File: src/rtl/core/date_time_field_editor_macros.svh
// Assertion macros for the date and time field editor.
// Used by the RTL files under rtl/core; relies on signals named clk and rst.
`ifndef DATE_TIME_FIELD_EDITOR_MACROS_SVH
`define DATE_TIME_FIELD_EDITOR_MACROS_SVH

// Same-cycle implication, disabled while reset is high.
`define DTFE_ASSERT_IMP(label, ante, cons, msg) \
  label: assert property (@(posedge clk) disable iff (rst) (ante) |-> (cons)) \
    else $error(msg);

// Next-cycle implication, disabled while reset is high.
`define DTFE_ASSERT_NXT(label, ante, cons, msg) \
  label: assert property (@(posedge clk) disable iff (rst) (ante) |=> (cons)) \
    else $error(msg);

`endif

File: src/rtl/core/dtfe_pkg.sv
// Shared types, codes and calendar helpers for the date and time field editor.
// No dependencies; imported by dtfe_next and date_time_field_editor.
`default_nettype none

package dtfe_pkg;

  // Field widths.
  localparam int YEAR_W  = 14;
  localparam int MONTH_W = 4;
  localparam int DAY_W   = 5;
  localparam int HOUR_W  = 5;
  localparam int MIN_W   = 6;
  localparam int FIELD_W = 3;
  localparam int CMD_W   = 3;

  // Command codes.
  localparam logic [CMD_W-1:0] CMD_LOAD = 3'd0;
  localparam logic [CMD_W-1:0] CMD_PREV = 3'd1;
  localparam logic [CMD_W-1:0] CMD_NEXT = 3'd2;
  localparam logic [CMD_W-1:0] CMD_INC  = 3'd3;
  localparam logic [CMD_W-1:0] CMD_DEC  = 3'd4;

  // Field selection codes.
  localparam logic [FIELD_W-1:0] FIELD_YEAR   = 3'd0;
  localparam logic [FIELD_W-1:0] FIELD_MONTH  = 3'd1;
  localparam logic [FIELD_W-1:0] FIELD_DAY    = 3'd2;
  localparam logic [FIELD_W-1:0] FIELD_HOUR   = 3'd3;
  localparam logic [FIELD_W-1:0] FIELD_MINUTE = 3'd4;

  // Calendar limits and defaults.
  localparam logic [YEAR_W-1:0]  YEAR_MIN       = 14'd2000;
  localparam logic [YEAR_W-1:0]  YEAR_MAX       = 14'd2099;
  localparam logic [YEAR_W-1:0]  YEAR_BELOW_MIN = YEAR_MIN - 14'd1;
  localparam logic [YEAR_W-1:0]  YEAR_ABOVE_MAX = YEAR_MAX + 14'd1;
  localparam logic [MONTH_W-1:0] MONTH_DEFAULT  = 4'd1;
  localparam logic [MONTH_W-1:0] MONTHS         = 4'd12;
  localparam logic [MONTH_W-1:0] MONTH_FEB      = 4'd2;
  localparam logic [DAY_W-1:0]   DAY_DEFAULT    = 5'd1;
  localparam logic [DAY_W-1:0]   DAYS_LONG      = 5'd31;
  localparam logic [DAY_W-1:0]   DAYS_FEB_LEAP  = 5'd29;
  localparam logic [DAY_W-1:0]   DAYS_FEB       = 5'd28;
  localparam logic [5:0]         HOURS          = 6'd24;
  localparam logic [6:0]         MINUTES        = 7'd60;

  // Month lengths, January first.
  localparam logic [DAY_W-1:0] MONTH_DAYS [12] = '{
    5'd31, 5'd28, 5'd31, 5'd30, 5'd31, 5'd30,
    5'd31, 5'd31, 5'd30, 5'd31, 5'd30, 5'd31
  };

  // Divisibility by 25 on a 14-bit year: multiply by the inverse of 25
  // modulo 2^14; multiples of 25 land exactly in 0..floor((2^14-1)/25).
  localparam logic [YEAR_W-1:0] INV25       = 14'd7209;
  localparam logic [YEAR_W-1:0] DIV25_LIMIT = 14'd655;

  // Complete editor state.
  typedef struct packed {
    logic [YEAR_W-1:0]  year;
    logic [MONTH_W-1:0] month;
    logic [DAY_W-1:0]   day;
    logic [HOUR_W-1:0]  hour;
    logic [MIN_W-1:0]   minute;
    logic [FIELD_W-1:0] field;
  } dtfe_state_t;

  // Gregorian leap year test for any 14-bit year.
  function automatic logic is_leap(input logic [YEAR_W-1:0] y);
    logic [YEAR_W-1:0] prod;
    logic              div25;
    prod  = YEAR_W'(y * INV25);
    div25 = (prod <= DIV25_LIMIT);
    return ((y[1:0] == 2'b00) && !div25) || ((y[3:0] == 4'b0000) && div25);
  endfunction

  // Month length; a month outside 1..12 counts as 31 days.
  function automatic logic [DAY_W-1:0] month_len(input logic leap,
                                                 input logic [MONTH_W-1:0] m);
    logic [DAY_W-1:0] len;
    if (m == MONTH_FEB) begin
      len = leap ? DAYS_FEB_LEAP : DAYS_FEB;
    end else if (m >= MONTH_DEFAULT && m <= MONTHS) begin
      len = MONTH_DAYS[m - MONTH_DEFAULT];
    end else begin
      len = DAYS_LONG;
    end
    return len;
  endfunction

  // Clamp a day into 1..month length.
  function automatic logic [DAY_W-1:0] clamp_day(input logic [DAY_W-1:0] d,
                                                 input logic [DAY_W-1:0] mx);
    logic [DAY_W-1:0] r;
    if (d == '0) begin
      r = DAY_DEFAULT;
    end else if (d > mx) begin
      r = mx;
    end else begin
      r = d;
    end
    return r;
  endfunction

endpackage

`default_nettype wire

File: src/rtl/core/date_time_field_editor.sv
// Top level of the date and time field editor: state register and result handshake.
// Depends on dtfe_pkg, dtfe_next and date_time_field_editor_macros.svh.
//
//   channel | direction | handshake            | payload
//   --------+-----------+----------------------+-----------------------------------------
//   input   | in        | in_valid / in_ready  | cmd, load_valid, load_year..load_minute
//   result  | out       | out_valid / out_ready| year_out..minute_out, field_out
//
// Each command is applied in the cycle it is accepted; its result is shown
// the next cycle. One command per cycle is sustained while out_ready is high.
// The editor state register doubles as the result register, so a result
// stalled by out_ready low holds off the next input beat.
// Reset sets 2000-01-01 00:00 with the year field selected and no result pending.
`default_nettype none

`include "date_time_field_editor_macros.svh"

module date_time_field_editor (
  input  logic                         clk,
  input  logic                         rst,
  input  logic                         in_valid,
  output logic                         in_ready,
  input  logic [dtfe_pkg::CMD_W-1:0]   cmd,
  input  logic                         load_valid,
  input  logic [dtfe_pkg::YEAR_W-1:0]  load_year,
  input  logic [dtfe_pkg::MONTH_W-1:0] load_month,
  input  logic [dtfe_pkg::DAY_W-1:0]   load_day,
  input  logic [dtfe_pkg::HOUR_W-1:0]  load_hour,
  input  logic [dtfe_pkg::MIN_W-1:0]   load_minute,
  output logic                         out_valid,
  input  logic                         out_ready,
  output logic [dtfe_pkg::YEAR_W-1:0]  year_out,
  output logic [dtfe_pkg::MONTH_W-1:0] month_out,
  output logic [dtfe_pkg::DAY_W-1:0]   day_out,
  output logic [dtfe_pkg::HOUR_W-1:0]  hour_out,
  output logic [dtfe_pkg::MIN_W-1:0]   minute_out,
  output logic [dtfe_pkg::FIELD_W-1:0] field_out
);

  import dtfe_pkg::*;

  dtfe_state_t cur;
  dtfe_state_t cur_next;
  logic        in_fire;
  logic        out_stall;
  logic        load_fire;
  logic        year_step;
  logic        year_ok;

  // A new beat is taken whenever the result slot is empty or being drained.
  assign in_ready = !out_valid || out_ready;
  assign in_fire  = in_valid && in_ready;

  dtfe_next u_next (
    .cur         (cur),
    .cmd         (cmd),
    .load_valid  (load_valid),
    .load_year   (load_year),
    .load_month  (load_month),
    .load_day    (load_day),
    .load_hour   (load_hour),
    .load_minute (load_minute),
    .nxt         (cur_next)
  );

  // Editor state and result valid flag.
  always_ff @(posedge clk) begin
    if (rst) begin
      cur.year   <= YEAR_MIN;
      cur.month  <= MONTH_DEFAULT;
      cur.day    <= DAY_DEFAULT;
      cur.hour   <= '0;
      cur.minute <= '0;
      cur.field  <= FIELD_YEAR;
      out_valid  <= 1'b0;
    end else if (in_fire) begin
      cur       <= cur_next;
      out_valid <= 1'b1;
    end else if (out_ready) begin
      out_valid <= 1'b0;
    end
  end

  // The result fields show the state after the last accepted command.
  assign year_out   = cur.year;
  assign month_out  = cur.month;
  assign day_out    = cur.day;
  assign hour_out   = cur.hour;
  assign minute_out = cur.minute;
  assign field_out  = cur.field;

  // Checks on the state and the handshake coupling.
  assign out_stall = out_valid && !out_ready;
  assign load_fire = in_fire && (cmd == CMD_LOAD);
  assign year_step = in_fire && (cmd == CMD_INC || cmd == CMD_DEC) && (cur.field == FIELD_YEAR);
  assign year_ok   = (cur.year >= YEAR_MIN) && (cur.year <= YEAR_MAX);

  `DTFE_ASSERT_NXT(a_fire_gives_result, in_fire, out_valid, "accepted beat gave no result")
  `DTFE_ASSERT_IMP(a_stall_blocks_input, out_stall, !in_ready, "input taken while stalled")
  `DTFE_ASSERT_IMP(a_day_nonzero, 1'b1, cur.day != '0, "day register holds zero")
  `DTFE_ASSERT_NXT(a_load_selects_year, load_fire, cur.field == FIELD_YEAR, "year not selected")
  `DTFE_ASSERT_NXT(a_year_saturates, year_step, year_ok, "year step left range")

endmodule

`default_nettype wire

File: src/rtl/core/dtfe_next.sv
// Next-state logic of the date and time field editor for one command.
// Depends on dtfe_pkg (state struct, codes, calendar helpers).
`default_nettype none

module dtfe_next (
  input  dtfe_pkg::dtfe_state_t        cur,
  input  logic [dtfe_pkg::CMD_W-1:0]   cmd,
  input  logic                         load_valid,
  input  logic [dtfe_pkg::YEAR_W-1:0]  load_year,
  input  logic [dtfe_pkg::MONTH_W-1:0] load_month,
  input  logic [dtfe_pkg::DAY_W-1:0]   load_day,
  input  logic [dtfe_pkg::HOUR_W-1:0]  load_hour,
  input  logic [dtfe_pkg::MIN_W-1:0]   load_minute,
  output dtfe_pkg::dtfe_state_t        nxt
);

  import dtfe_pkg::*;

  logic                up;
  logic [DAY_W-1:0]    len_cur;
  logic [DAY_W-1:0]    len_load;
  logic [YEAR_W-1:0]   year_inc;
  logic [YEAR_W-1:0]   year_dec;
  logic [YEAR_W-1:0]   year_adj;
  logic [DAY_W-1:0]    len_year_adj;
  logic [4:0]          month_sum;
  logic [MONTH_W-1:0]  month_adj;
  logic [DAY_W-1:0]    len_month_adj;
  logic [DAY_W-1:0]    day_adj;
  logic [5:0]          hour_sum;
  logic [HOUR_W-1:0]   hour_adj;
  logic [6:0]          minute_sum;
  logic [MIN_W-1:0]    minute_adj;
  logic [FIELD_W-1:0]  field_prev;
  logic [FIELD_W-1:0]  field_next;

  assign up = (cmd == CMD_INC);

  // Month lengths for the stored year and month and for the load value.
  assign len_cur  = month_len(is_leap(cur.year), cur.month);
  assign len_load = month_len(is_leap(load_year), load_month);

  // Year step with saturation into 2000..2099. The result stays in that
  // range, where every year divisible by four is a leap year.
  assign year_inc = (cur.year < YEAR_BELOW_MIN) ? YEAR_MIN :
                    (cur.year >= YEAR_MAX)      ? YEAR_MAX : cur.year + 14'd1;
  assign year_dec = (cur.year <= YEAR_MIN)      ? YEAR_MIN :
                    (cur.year > YEAR_ABOVE_MAX) ? YEAR_MAX : cur.year - 14'd1;
  assign year_adj     = up ? year_inc : year_dec;
  assign len_year_adj = month_len(year_adj[1:0] == 2'b00, cur.month);

  // Month step with wrap over twelve; the sum stays below 24 + 12.
  always_comb begin
    month_sum = up ? {1'b0, cur.month} : {1'b0, cur.month} + 5'd10;
    if (month_sum >= {MONTHS, 1'b0}) begin
      month_sum = month_sum - {MONTHS, 1'b0};
    end else if (month_sum >= {1'b0, MONTHS}) begin
      month_sum = month_sum - {1'b0, MONTHS};
    end
    month_adj = MONTH_W'(month_sum) + MONTH_DEFAULT;
  end
  assign len_month_adj = month_len(is_leap(cur.year), month_adj);

  // Day step with wrap at the current month length.
  always_comb begin
    if (up) begin
      day_adj = (cur.day >= len_cur) ? DAY_DEFAULT : cur.day + 5'd1;
    end else begin
      day_adj = (cur.day <= DAY_DEFAULT) ? len_cur : cur.day - 5'd1;
    end
  end

  // Hour and minute steps with wrap; each sum needs at most one subtraction.
  always_comb begin
    hour_sum = up ? {1'b0, cur.hour} + 6'd1 : {1'b0, cur.hour} + 6'd23;
    if (hour_sum >= {HOURS[4:0], 1'b0}) begin
      hour_sum = hour_sum - {HOURS[4:0], 1'b0};
    end else if (hour_sum >= HOURS) begin
      hour_sum = hour_sum - HOURS;
    end
    hour_adj = HOUR_W'(hour_sum);

    minute_sum = up ? {1'b0, cur.minute} + 7'd1 : {1'b0, cur.minute} + 7'd59;
    if (minute_sum >= {MINUTES[5:0], 1'b0}) begin
      minute_sum = minute_sum - {MINUTES[5:0], 1'b0};
    end else if (minute_sum >= MINUTES) begin
      minute_sum = minute_sum - MINUTES;
    end
    minute_adj = MIN_W'(minute_sum);
  end

  // Field selection moves with wrap over five fields.
  assign field_prev = (cur.field == FIELD_YEAR)   ? FIELD_MINUTE : cur.field - 3'd1;
  assign field_next = (cur.field == FIELD_MINUTE) ? FIELD_YEAR   : cur.field + 3'd1;

  // Command decode.
  always_comb begin
    nxt = cur;
    unique case (cmd) inside
      CMD_LOAD: begin
        if (load_valid) begin
          nxt.year   = load_year;
          nxt.month  = load_month;
          nxt.day    = clamp_day(load_day, len_load);
          nxt.hour   = load_hour;
          nxt.minute = load_minute;
        end else begin
          nxt.year   = YEAR_MIN;
          nxt.month  = MONTH_DEFAULT;
          nxt.day    = DAY_DEFAULT;
          nxt.hour   = '0;
          nxt.minute = '0;
        end
        nxt.field = FIELD_YEAR;
      end
      CMD_PREV: nxt.field = field_prev;
      CMD_NEXT: nxt.field = field_next;
      CMD_INC, CMD_DEC: begin
        case (cur.field)
          FIELD_YEAR: begin
            nxt.year = year_adj;
            nxt.day  = clamp_day(cur.day, len_year_adj);
          end
          FIELD_MONTH: begin
            nxt.month = month_adj;
            nxt.day   = clamp_day(cur.day, len_month_adj);
          end
          FIELD_DAY:    nxt.day    = day_adj;
          FIELD_HOUR:   nxt.hour   = hour_adj;
          FIELD_MINUTE: nxt.minute = minute_adj;
          default:      nxt = cur;
        endcase
      end
      default: nxt = cur;
    endcase
  end

endmodule

`default_nettype wire

File: config.mk
export PLATFORM = sky130hd
export DESIGN_NAME = date_time_field_editor
export DESIGN_NICKNAME = d
export VERILOG_FILES = /design/src/rtl/core/dtfe_pkg.sv /design/src/rtl/core/date_time_field_editor.sv /design/src/rtl/core/dtfe_next.sv
export VERILOG_INCLUDE_DIRS = /design/src /design/src/rtl/core
export SDC_FILE = /design/constraint.sdc
export NUM_CORES = 1
export LEC_CHECK = 0
export BUFFER_PORTS_ARGS = -buffer_cell sky130_fd_sc_hd__buf_2
export CAP_MARGIN = 0
export CORE_MARGIN = 3
export CORE_UTILIZATION = 35
export CTS_CLUSTER_SIZE = 28
export DETAILED_ROUTE_END_ITERATION = 10
export PLACE_DENSITY_LB_ADDON = 0.3
export SLEW_MARGIN = 0
export SYNTH_ARGS = -nofsm -noshare
export SYNTH_HDL_FRONTEND = slang
export SYNTH_SLANG_ARGS = --single-unit
export TNS_END_PERCENT = 1
File: constraint.sdc
create_clock -name clk -period 5.2 [get_ports clk]
set_clock_uncertainty 0.05 [all_clocks]
set_input_delay 0.26 -clock clk [delete_from_list [all_inputs] [get_ports clk]]
set_output_delay 0.26 -clock clk [all_outputs]
set_load 0.02 [all_outputs]
==> results.py, run 1 <==
metrics = {
    "route": {
        "ant_nets": 0,
        "vias_per_cell": 5.43,
        "first_iter_violations": 405,
        "drt_first_pass_iters": 5,
        "wirelength_um": 18300,
        "drcViolationCount": 0,
        "num_vias": 6244,
        "wl_per_cell_um": 15.9,
    },
    "cts": {
        "numCtsBuffers": 5,
        "cts_sinks": 38,
        "root_buffer": "clkbuf_16",
        "htree_num_levels": 2,
        "clk_pin_slew_ns": 0.06,
        "clkLatencyLatePin_ns": 0.29,
        "cts_tree": "done",
        "ctsHoldBuffers": 0,
        "clk_path_buf_depth": 2,
    },
    "global_routing": {
        "grt_pass1_vias": 6077,
        "grt_remaining_overflow": 0,
        "antenna_found_initial": 0,
        "grt_pass1_wl_um": 30500,
        "track_usage_pct": 18.4,
        "grt_max_degree": 37,
    },
    "pwr": {
        "power_uw": 2000,
        "ir_drop_mv": 0.169,
        "p_leak_uw": 0.00366,
        "p_per_area_mw_per_mm2": 260,
    },
    "critical_path": {
        "worstSetupPathType": "reg2reg",
        "reg2reg_to": "day_out[0]",
        "cp-start-kind": "register",
        "worst_path_max_delay_cell": "fa_1",
        "path_max_fanout": 5,
        "cpMostUsedCell": "fa_1",
        "crit_arrival_ns": 5.64,
        "cp.buffers_inverters": 3,
        "endpoint": "day_out[0]",
        "reg2reg_slack_ns": -0.31,
        "crit_family": "adder cells",
        "worstPathCellList": "fa_1 > ha_4 > ha_1 > inv_1 > fa_1 > fa_1 > inv_2 > ha_4 > o22ai_1 > a31oi_1 > nand4_1 > or4_4 > o21ai_4 > inv_2 > ha_1 > nand2b_4 > a21oi_4 > nor3_2 > o311ai_1 > a21oi_1 > or3_1 > o21a_1",
        "setup.worst_path.end_class": "register",
        "required_ns": 5.34,
        "r2r-start": "year_out[0]",
        "startpoint": "year_out[0]",
        "r2r_cells": 22,
        "critical-path-max-stage-delay_ns": 0.58,
        "cp.depth": 22,
    },
    "floorplan": {
        "die-area_mm2": 0.0199,
        "initial_core_util_pct": 36.3,
        "rows": 48,
        "core_area_mm2": 0.0176,
        "die_w_um": 141,
        "dieHeight_um": 141,
        "ios": 81,
    },
    "timing": {
        "layout_setup_ws_ns": -0.307,
        "hold_violations": 0,
        "finalSetupViolCount": 5,
        "tightest_slew_ns": 1.14,
        "hold_ws_ns": 0.170,
        "rsz0062_at_grt": "true",
        "slew_viol_final": 0,
        "slew_headroom_pct": 23.3,
        "max_freq_mhz": 182,
        "min_period_ns": 5.51,
        "finalCritPeriodShare_pct": 106,
    },
    "cells_and_area": {
        "antenna_cells": 0,
        "multi_input_area_mm2": 0.00527,
        "final_area_mm2": 0.00768,
        "layout.nets": 1110,
        "drive_above_1_share_pct": 20.4,
        "areaGrowthSynthToFinish_pct": 20.3,
        "post-route-util_pct": 43.7,
        "register_area_um2": 783,
        "n_fill_cell": 1795,
    },
    "synth": {
        "synthDistinctLibCells": 71,
        "synth-edff-count": 0,
        "synth_seq_cells": 38,
        "syn-cell-area_mm2": 0.00639,
        "dominantRegCellSynth": "dfxtp_1",
        "syn_nets": 1001,
        "syn_inst": 815,
        "yosysWarnings": 0,
        "synth.avg_cell_area_um2": 7.84,
        "yosysSeqAreaShare_pct": 11.9,
        "async_flop_share_pct": 0,
    },
    "worst_hold_path": {
        "hold_class": "in2reg",
    },
    "status": {
        "violations": "setup timing",
        "outcome": "complete, but fails checks",
    },
    "flow_run": {
        "cap_violations": 0,
    },
    "place": {
        "place.gp.congestion": 0.880,
        "placed_cell_area_mm2": 0.00741,
        "place_hpwl_um": 14600,
        "port_buffers": 80,
    },
}
-- synth_stat cells, types with 5 or more instances --
master	number	share of area (%)
a21boi_0	5	0.59
o21a_1	11	1.3
ha_1	120	24
a311oi_1	7	0.96
and3_1	6	0.59
dfxtp_1	38	12
o221ai_1	5	0.69
a21o_1	11	1.3
or2_2	5	0.49
nor3_1	15	1.2
o21ai_0	41	3.2
and2_1	7	0.69
nor2_1	79	4.6
a31oi_1	6	0.59
xnor2_1	31	4.3
clkbuf_1	24	1.4
nor2b_1	8	0.78
nand4_1	8	0.78
a21oi_1	52	4.1
fa_1	24	7.5
o31ai_1	5	0.59
a211oi_1	17	2.0
nand2_1	55	3.2
mux2i_1	10	1.6
nand3_1	21	1.6
o211ai_1	11	1.3
nand2b_1	7	0.69
xor2_1	9	1.2
a22oi_1	7	0.82
inv_1	92	5.4
-- metrics by stage --
step / setup slack (ns) / TNS (ns) / cells
after floorplan: -0.0677 / -0.0677 / 815
after global placement: -0.277 / -0.892 / 1142
after detailed placement: -0.319 / -1.10 / 1142
after CTS: -0.291 / -0.803 / 1150
after global routing: -0.566 / -2.01 / 1150
final: -0.307 / -0.782 / 1150
-- how the worst min path moves through the flow --
stage | start | endpoint | slack (ns) | depth (start not counted)
final | in_valid | out_valid | 0.17 | 3
after global routing | in_valid | out_valid | 0.20 | 3
after CTS | in_valid | out_valid | 0.17 | 3
after detailed placement | in_valid | out_valid | 0.47 | 3
after global placement | out_valid | out_valid | 0.46 | 2
after floorplan | in_valid | out_valid | 0.34 | 2
-- cell usage in the layout, fill, tap and decap left out, types with 5 or more instances in the layout --
| cell | netlist | final |
|---|---|---|
| o21a_1 | 11 | 11 |
| and3_1 | 6 | 6 |
| buf_2 | 4 | 80 |
| a21boi_0 | 5 | 5 |
| mux2i_1 | 10 | 10 |
| a31oi_1 | 6 | 6 |
| nand2_1 | 55 | 55 |
| o21ai_0 | 41 | 34 |
| and2_1 | 7 | 7 |
| o211ai_1 | 11 | 11 |
| nor2b_1 | 8 | 8 |
| nand3_1 | 21 | 21 |
| or2_2 | 5 | 5 |
| xnor2_1 | 31 | 31 |
| xor2_1 | 9 | 9 |
| dfxtp_1 | 38 | 28 |
| fa_1 | 24 | 24 |
| o21ai_1 | 3 | 8 |
| a22oi_1 | 7 | 7 |
| a311oi_1 | 7 | 7 |
| ha_1 | 120 | 116 |
| buf_4 | 1 | 54 |
| nor3_1 | 15 | 14 |
| a211oi_1 | 17 | 15 |
| a21o_1 | 11 | 11 |
| nand4_1 | 8 | 8 |
| a21oi_1 | 52 | 49 |
| clkbuf_16 | 0 | 5 |
| nand2b_1 | 7 | 6 |
| dfxtp_2 | 0 | 6 |
| o221ai_1 | 5 | 5 |
| inv_1 | 92 | 89 |
| nor2_1 | 79 | 78 |
-- routing by layer --
metal	wire, µm	track usage (%)	vias to the layer above
li1	-	-	3116
met1	8570	25.3	2918
met2	8420	30.6	185
met3	1070	2.92	25
met4	238	3.62	0
met5	0	0	-
-- power by group --
part	leakage [µW]	internal (µW)	switching [µW]	total [µW]
sequential	0.000313	308	21.1	329
combinational	0.00325	585	674	1260
clock	0.0000940	276	133	409
-- tightest hold or removal path, delay by kind of cell --
family	cells	cell delay, ns
AO/OA/AOI/OAI	1	0.05
buffers and inverters	2	0.15
-- final cells by class --
type	instances	area share [%]
Clock buffer	5	1.63
Clock inverter	3	0.896
Inverter	92	4.50
Multi-Input combinational cell	653	68.6
Sequential cell	38	10.2
Tap cell	225	3.66
Timing Repair Buffer	134	10.5
-- repair_timing --
item / in CTS / in global routing
pin swaps: 2 / 6
gates resized for setup: 12 / 7
buffers inserted: 0 / 0
endpoints found under the setup margin: 5 / 5
-- flip-flops by register name (all words and copies together), names as in the netlist --
register    cells
year_out       14
out_valid       1
day_out         5
minute_out      6
month_out       4
hour_out        5
field_out       3
-- kinds of logic after synthesis --
logic type      count (synthesis)  synth area share, %
simple gates                  231                 17.1
flops                          38                 11.9
compound gates                223                 23.9
mux                            12                 1.92
xor+xnor                       43                 6.54
buf+inv                       124                 7.54
fa+ha+maj                     144                 31.0
Power figures use the tool's default switching activity.
==> run 2: changes to the inputs <==
--- a/config.mk
+++ b/config.mk
@@ -9,10 +9,11 @@
 export BUFFER_PORTS_ARGS = -buffer_cell sky130_fd_sc_hd__buf_2
 export CAP_MARGIN = 0
 export CORE_MARGIN = 3
-export CORE_UTILIZATION = 35
+export CORE_UTILIZATION = 55
 export CTS_CLUSTER_SIZE = 28
 export DETAILED_ROUTE_END_ITERATION = 10
 export PLACE_DENSITY_LB_ADDON = 0.3
+export SKIP_LAST_GASP = 1
 export SLEW_MARGIN = 0
 export SYNTH_ARGS = -nofsm -noshare
 export SYNTH_HDL_FRONTEND = slang
==> run 2 against run 1 <==
The run still ends with setup timing left. Clock-buffer cell count is 2 higher. Non-clock buffer count is 9 lower. Register-to-register slack hardly changed. First-iteration DRC count up 6.4%. Highest routed layer unchanged.
==> results.py, run 2 (synthesis gave the netlist of run 1 again) <==
metrics = {
    "global_routing": {
        "track_usage_pct": 26.4,
        "grt_max_degree": 37,
        "antenna_found_initial": 0,
        "grt_pass1_wl_um": 28300,
        "grt_pass1_vias": 5981,
        "grt_remaining_overflow": 0,
    },
    "cts": {
        "clk_path_buf_depth": 2,
        "htree_num_levels": 2,
        "cts_sinks": 38,
        "clk_pin_slew_ns": 0.07,
        "root_buffer": "clkbuf_16",
        "postCtsSetupRepairBufs": 0,
        "cts_tree": "done",
        "clkLatencyLatePin_ns": 0.29,
        "numCtsBuffers": 5,
    },
    "critical_path": {
        "critical-path-max-stage-delay_ns": 0.53,
        "path_max_fanout": 10,
        "required_ns": 5.34,
        "worst_path_max_delay_cell": "fa_1",
        "r2r-start": "year_out[1]",
        "setup.worst_path.end_class": "register",
        "crit_arrival_ns": 5.64,
        "reg2reg_slack_ns": -0.30,
        "cpMostUsedCell": "fa_1",
        "worstSetupPathType": "reg2reg",
        "r2r_cells": 25,
        "reg2reg_to": "day_out[0]",
        "cp-start-kind": "register",
    },
    "status": {
        "violations": "setup timing",
        "outcome": "complete, but fails checks",
    },
    "floorplan": {
        "die-area_mm2": 0.0129,
        "core_area_mm2": 0.0111,
        "ios": 81,
        "initial_core_util_pct": 57.6,
        "rows": 38,
        "dieHeight_um": 114,
        "die_w_um": 114,
    },
    "route": {
        "num_vias": 6227,
        "ant_nets": 0,
        "first_iter_violations": 431,
        "drcViolationCount": 0,
        "drt_first_pass_iters": 5,
        "vias_per_cell": 5.90,
        "wl_per_cell_um": 15.9,
        "wirelength_um": 16800,
    },
    "cells_and_area": {
        "register_area_um2": 783,
        "layout.nets": 1101,
        "largest_register_ffs": 14,
        "antenna_cells": 0,
        "mostFrequentLayoutCell": "ha_1",
        "final_area_mm2": 0.00739,
        "drive_above_1_share_pct": 18.4,
        "multi_input_area_mm2": 0.00520,
        "areaGrowthSynthToFinish_pct": 15.8,
        "n_fill_cell": 977,
        "layout_common_cells": "ha_1 (117), inv_1 (90), buf_2 (80)",
    },
    "timing": {
        "rsz0062_at_grt": "true",
        "hold_violations": 0,
        "slew_headroom_pct": 30.8,
        "layout_setup_ws_ns": -0.299,
        "tightest_slew_ns": 1.03,
        "finalCritPeriodShare_pct": 106,
        "finalSetupViolCount": 4,
        "slew_viol_final": 0,
        "max_freq_mhz": 182,
        "min_period_ns": 5.50,
    },
    "place": {
        "port_buffers": 80,
        "placed_cell_area_mm2": 0.00724,
        "place.gp.congestion": 0.925,
        "place_hpwl_um": 13400,
    },
    "worst_hold_path": {
        "hold_class": "in2reg",
        "hold_depth": 3,
        "hold_end": "out_valid",
        "hp-start": "in_valid",
    },
    "pwr": {
        "ir_drop_mv": 0.198,
        "p_leak_uw": 0.00358,
        "power_uw": 1850,
        "p_per_area_mw_per_mm2": 251,
    },
    "flow_run": {
        "cap_violations": 0,
    },
}
run 2: critical path: cells and delay by family (launching register included):
kind / cells / cell delay, ns
adders and majority gates: 7 / 2.45
AOI/OAI and AO/OA: 10 / 1.39
and+or+nand+nor: 5 / 0.81
DFF: 1 / 0.36
buffers and inverters: 3 / 0.32
run 2: final cells by class:
class	instances	share of cell area, %
sequential	38	10.6
clock buffer	7	1.93
timing repair buffer	125	9.99
inverter	92	4.67
tap	140	2.37
multi-input combinational	653	70.4
clock inverter	1	0.0677
run 2: worst max path at each step:
stage                     cells after the start          to   startpoint  slack (ns)
after floorplan                              25  day_out[0]  year_out[1]       -0.07
after global placement                       25  day_out[0]  year_out[1]       -0.19
after detailed placement                     26  day_out[0]  year_out[5]       -0.29
after CTS                                    26  day_out[0]  year_out[8]       -0.32
after global routing                         26  day_out[0]  year_out[8]       -0.71
final                                        25  day_out[0]  year_out[1]       -0.30
run 2: routing by layer:
layer,GRT usage [%],wire [µm]
met1,35.5,7500
met2,45.1,8040
met3,3.13,951
met4,6.25,254
met5,0,0
run 2: power breakdown:
| part | internal, µW | switching (µW) | total (µW) |
|---|---|---|---|
| Sequential | 308 | 23.1 | 331 |
| Combinational | 558 | 641 | 1200 |
| Clock | 191 | 133 | 323 |
| Total | 1060 | 797 | 1850 |
run 2: timing repair:
item | 4_1_cts | 5_1_grt
hold buffers | 0 | 0
gates resized for setup | 0 | 4
endpoints found under the setup margin | 4 | 5
run 2: stage by stage:
stage               util, %  setup WS [ns]  hold WS, ns  cells  TNS, ns
floorplan                 -        -0.0677        0.339    815  -0.0677
global placement       65.3         -0.187        0.459   1048   -0.491
detailed placement     65.3         -0.295        0.463   1048   -0.864
CTS                    66.6         -0.321        0.165   1056   -0.960
global route           66.7         -0.715        0.209   1056    -2.82
finish                 66.7         -0.299        0.173   1056   -0.884
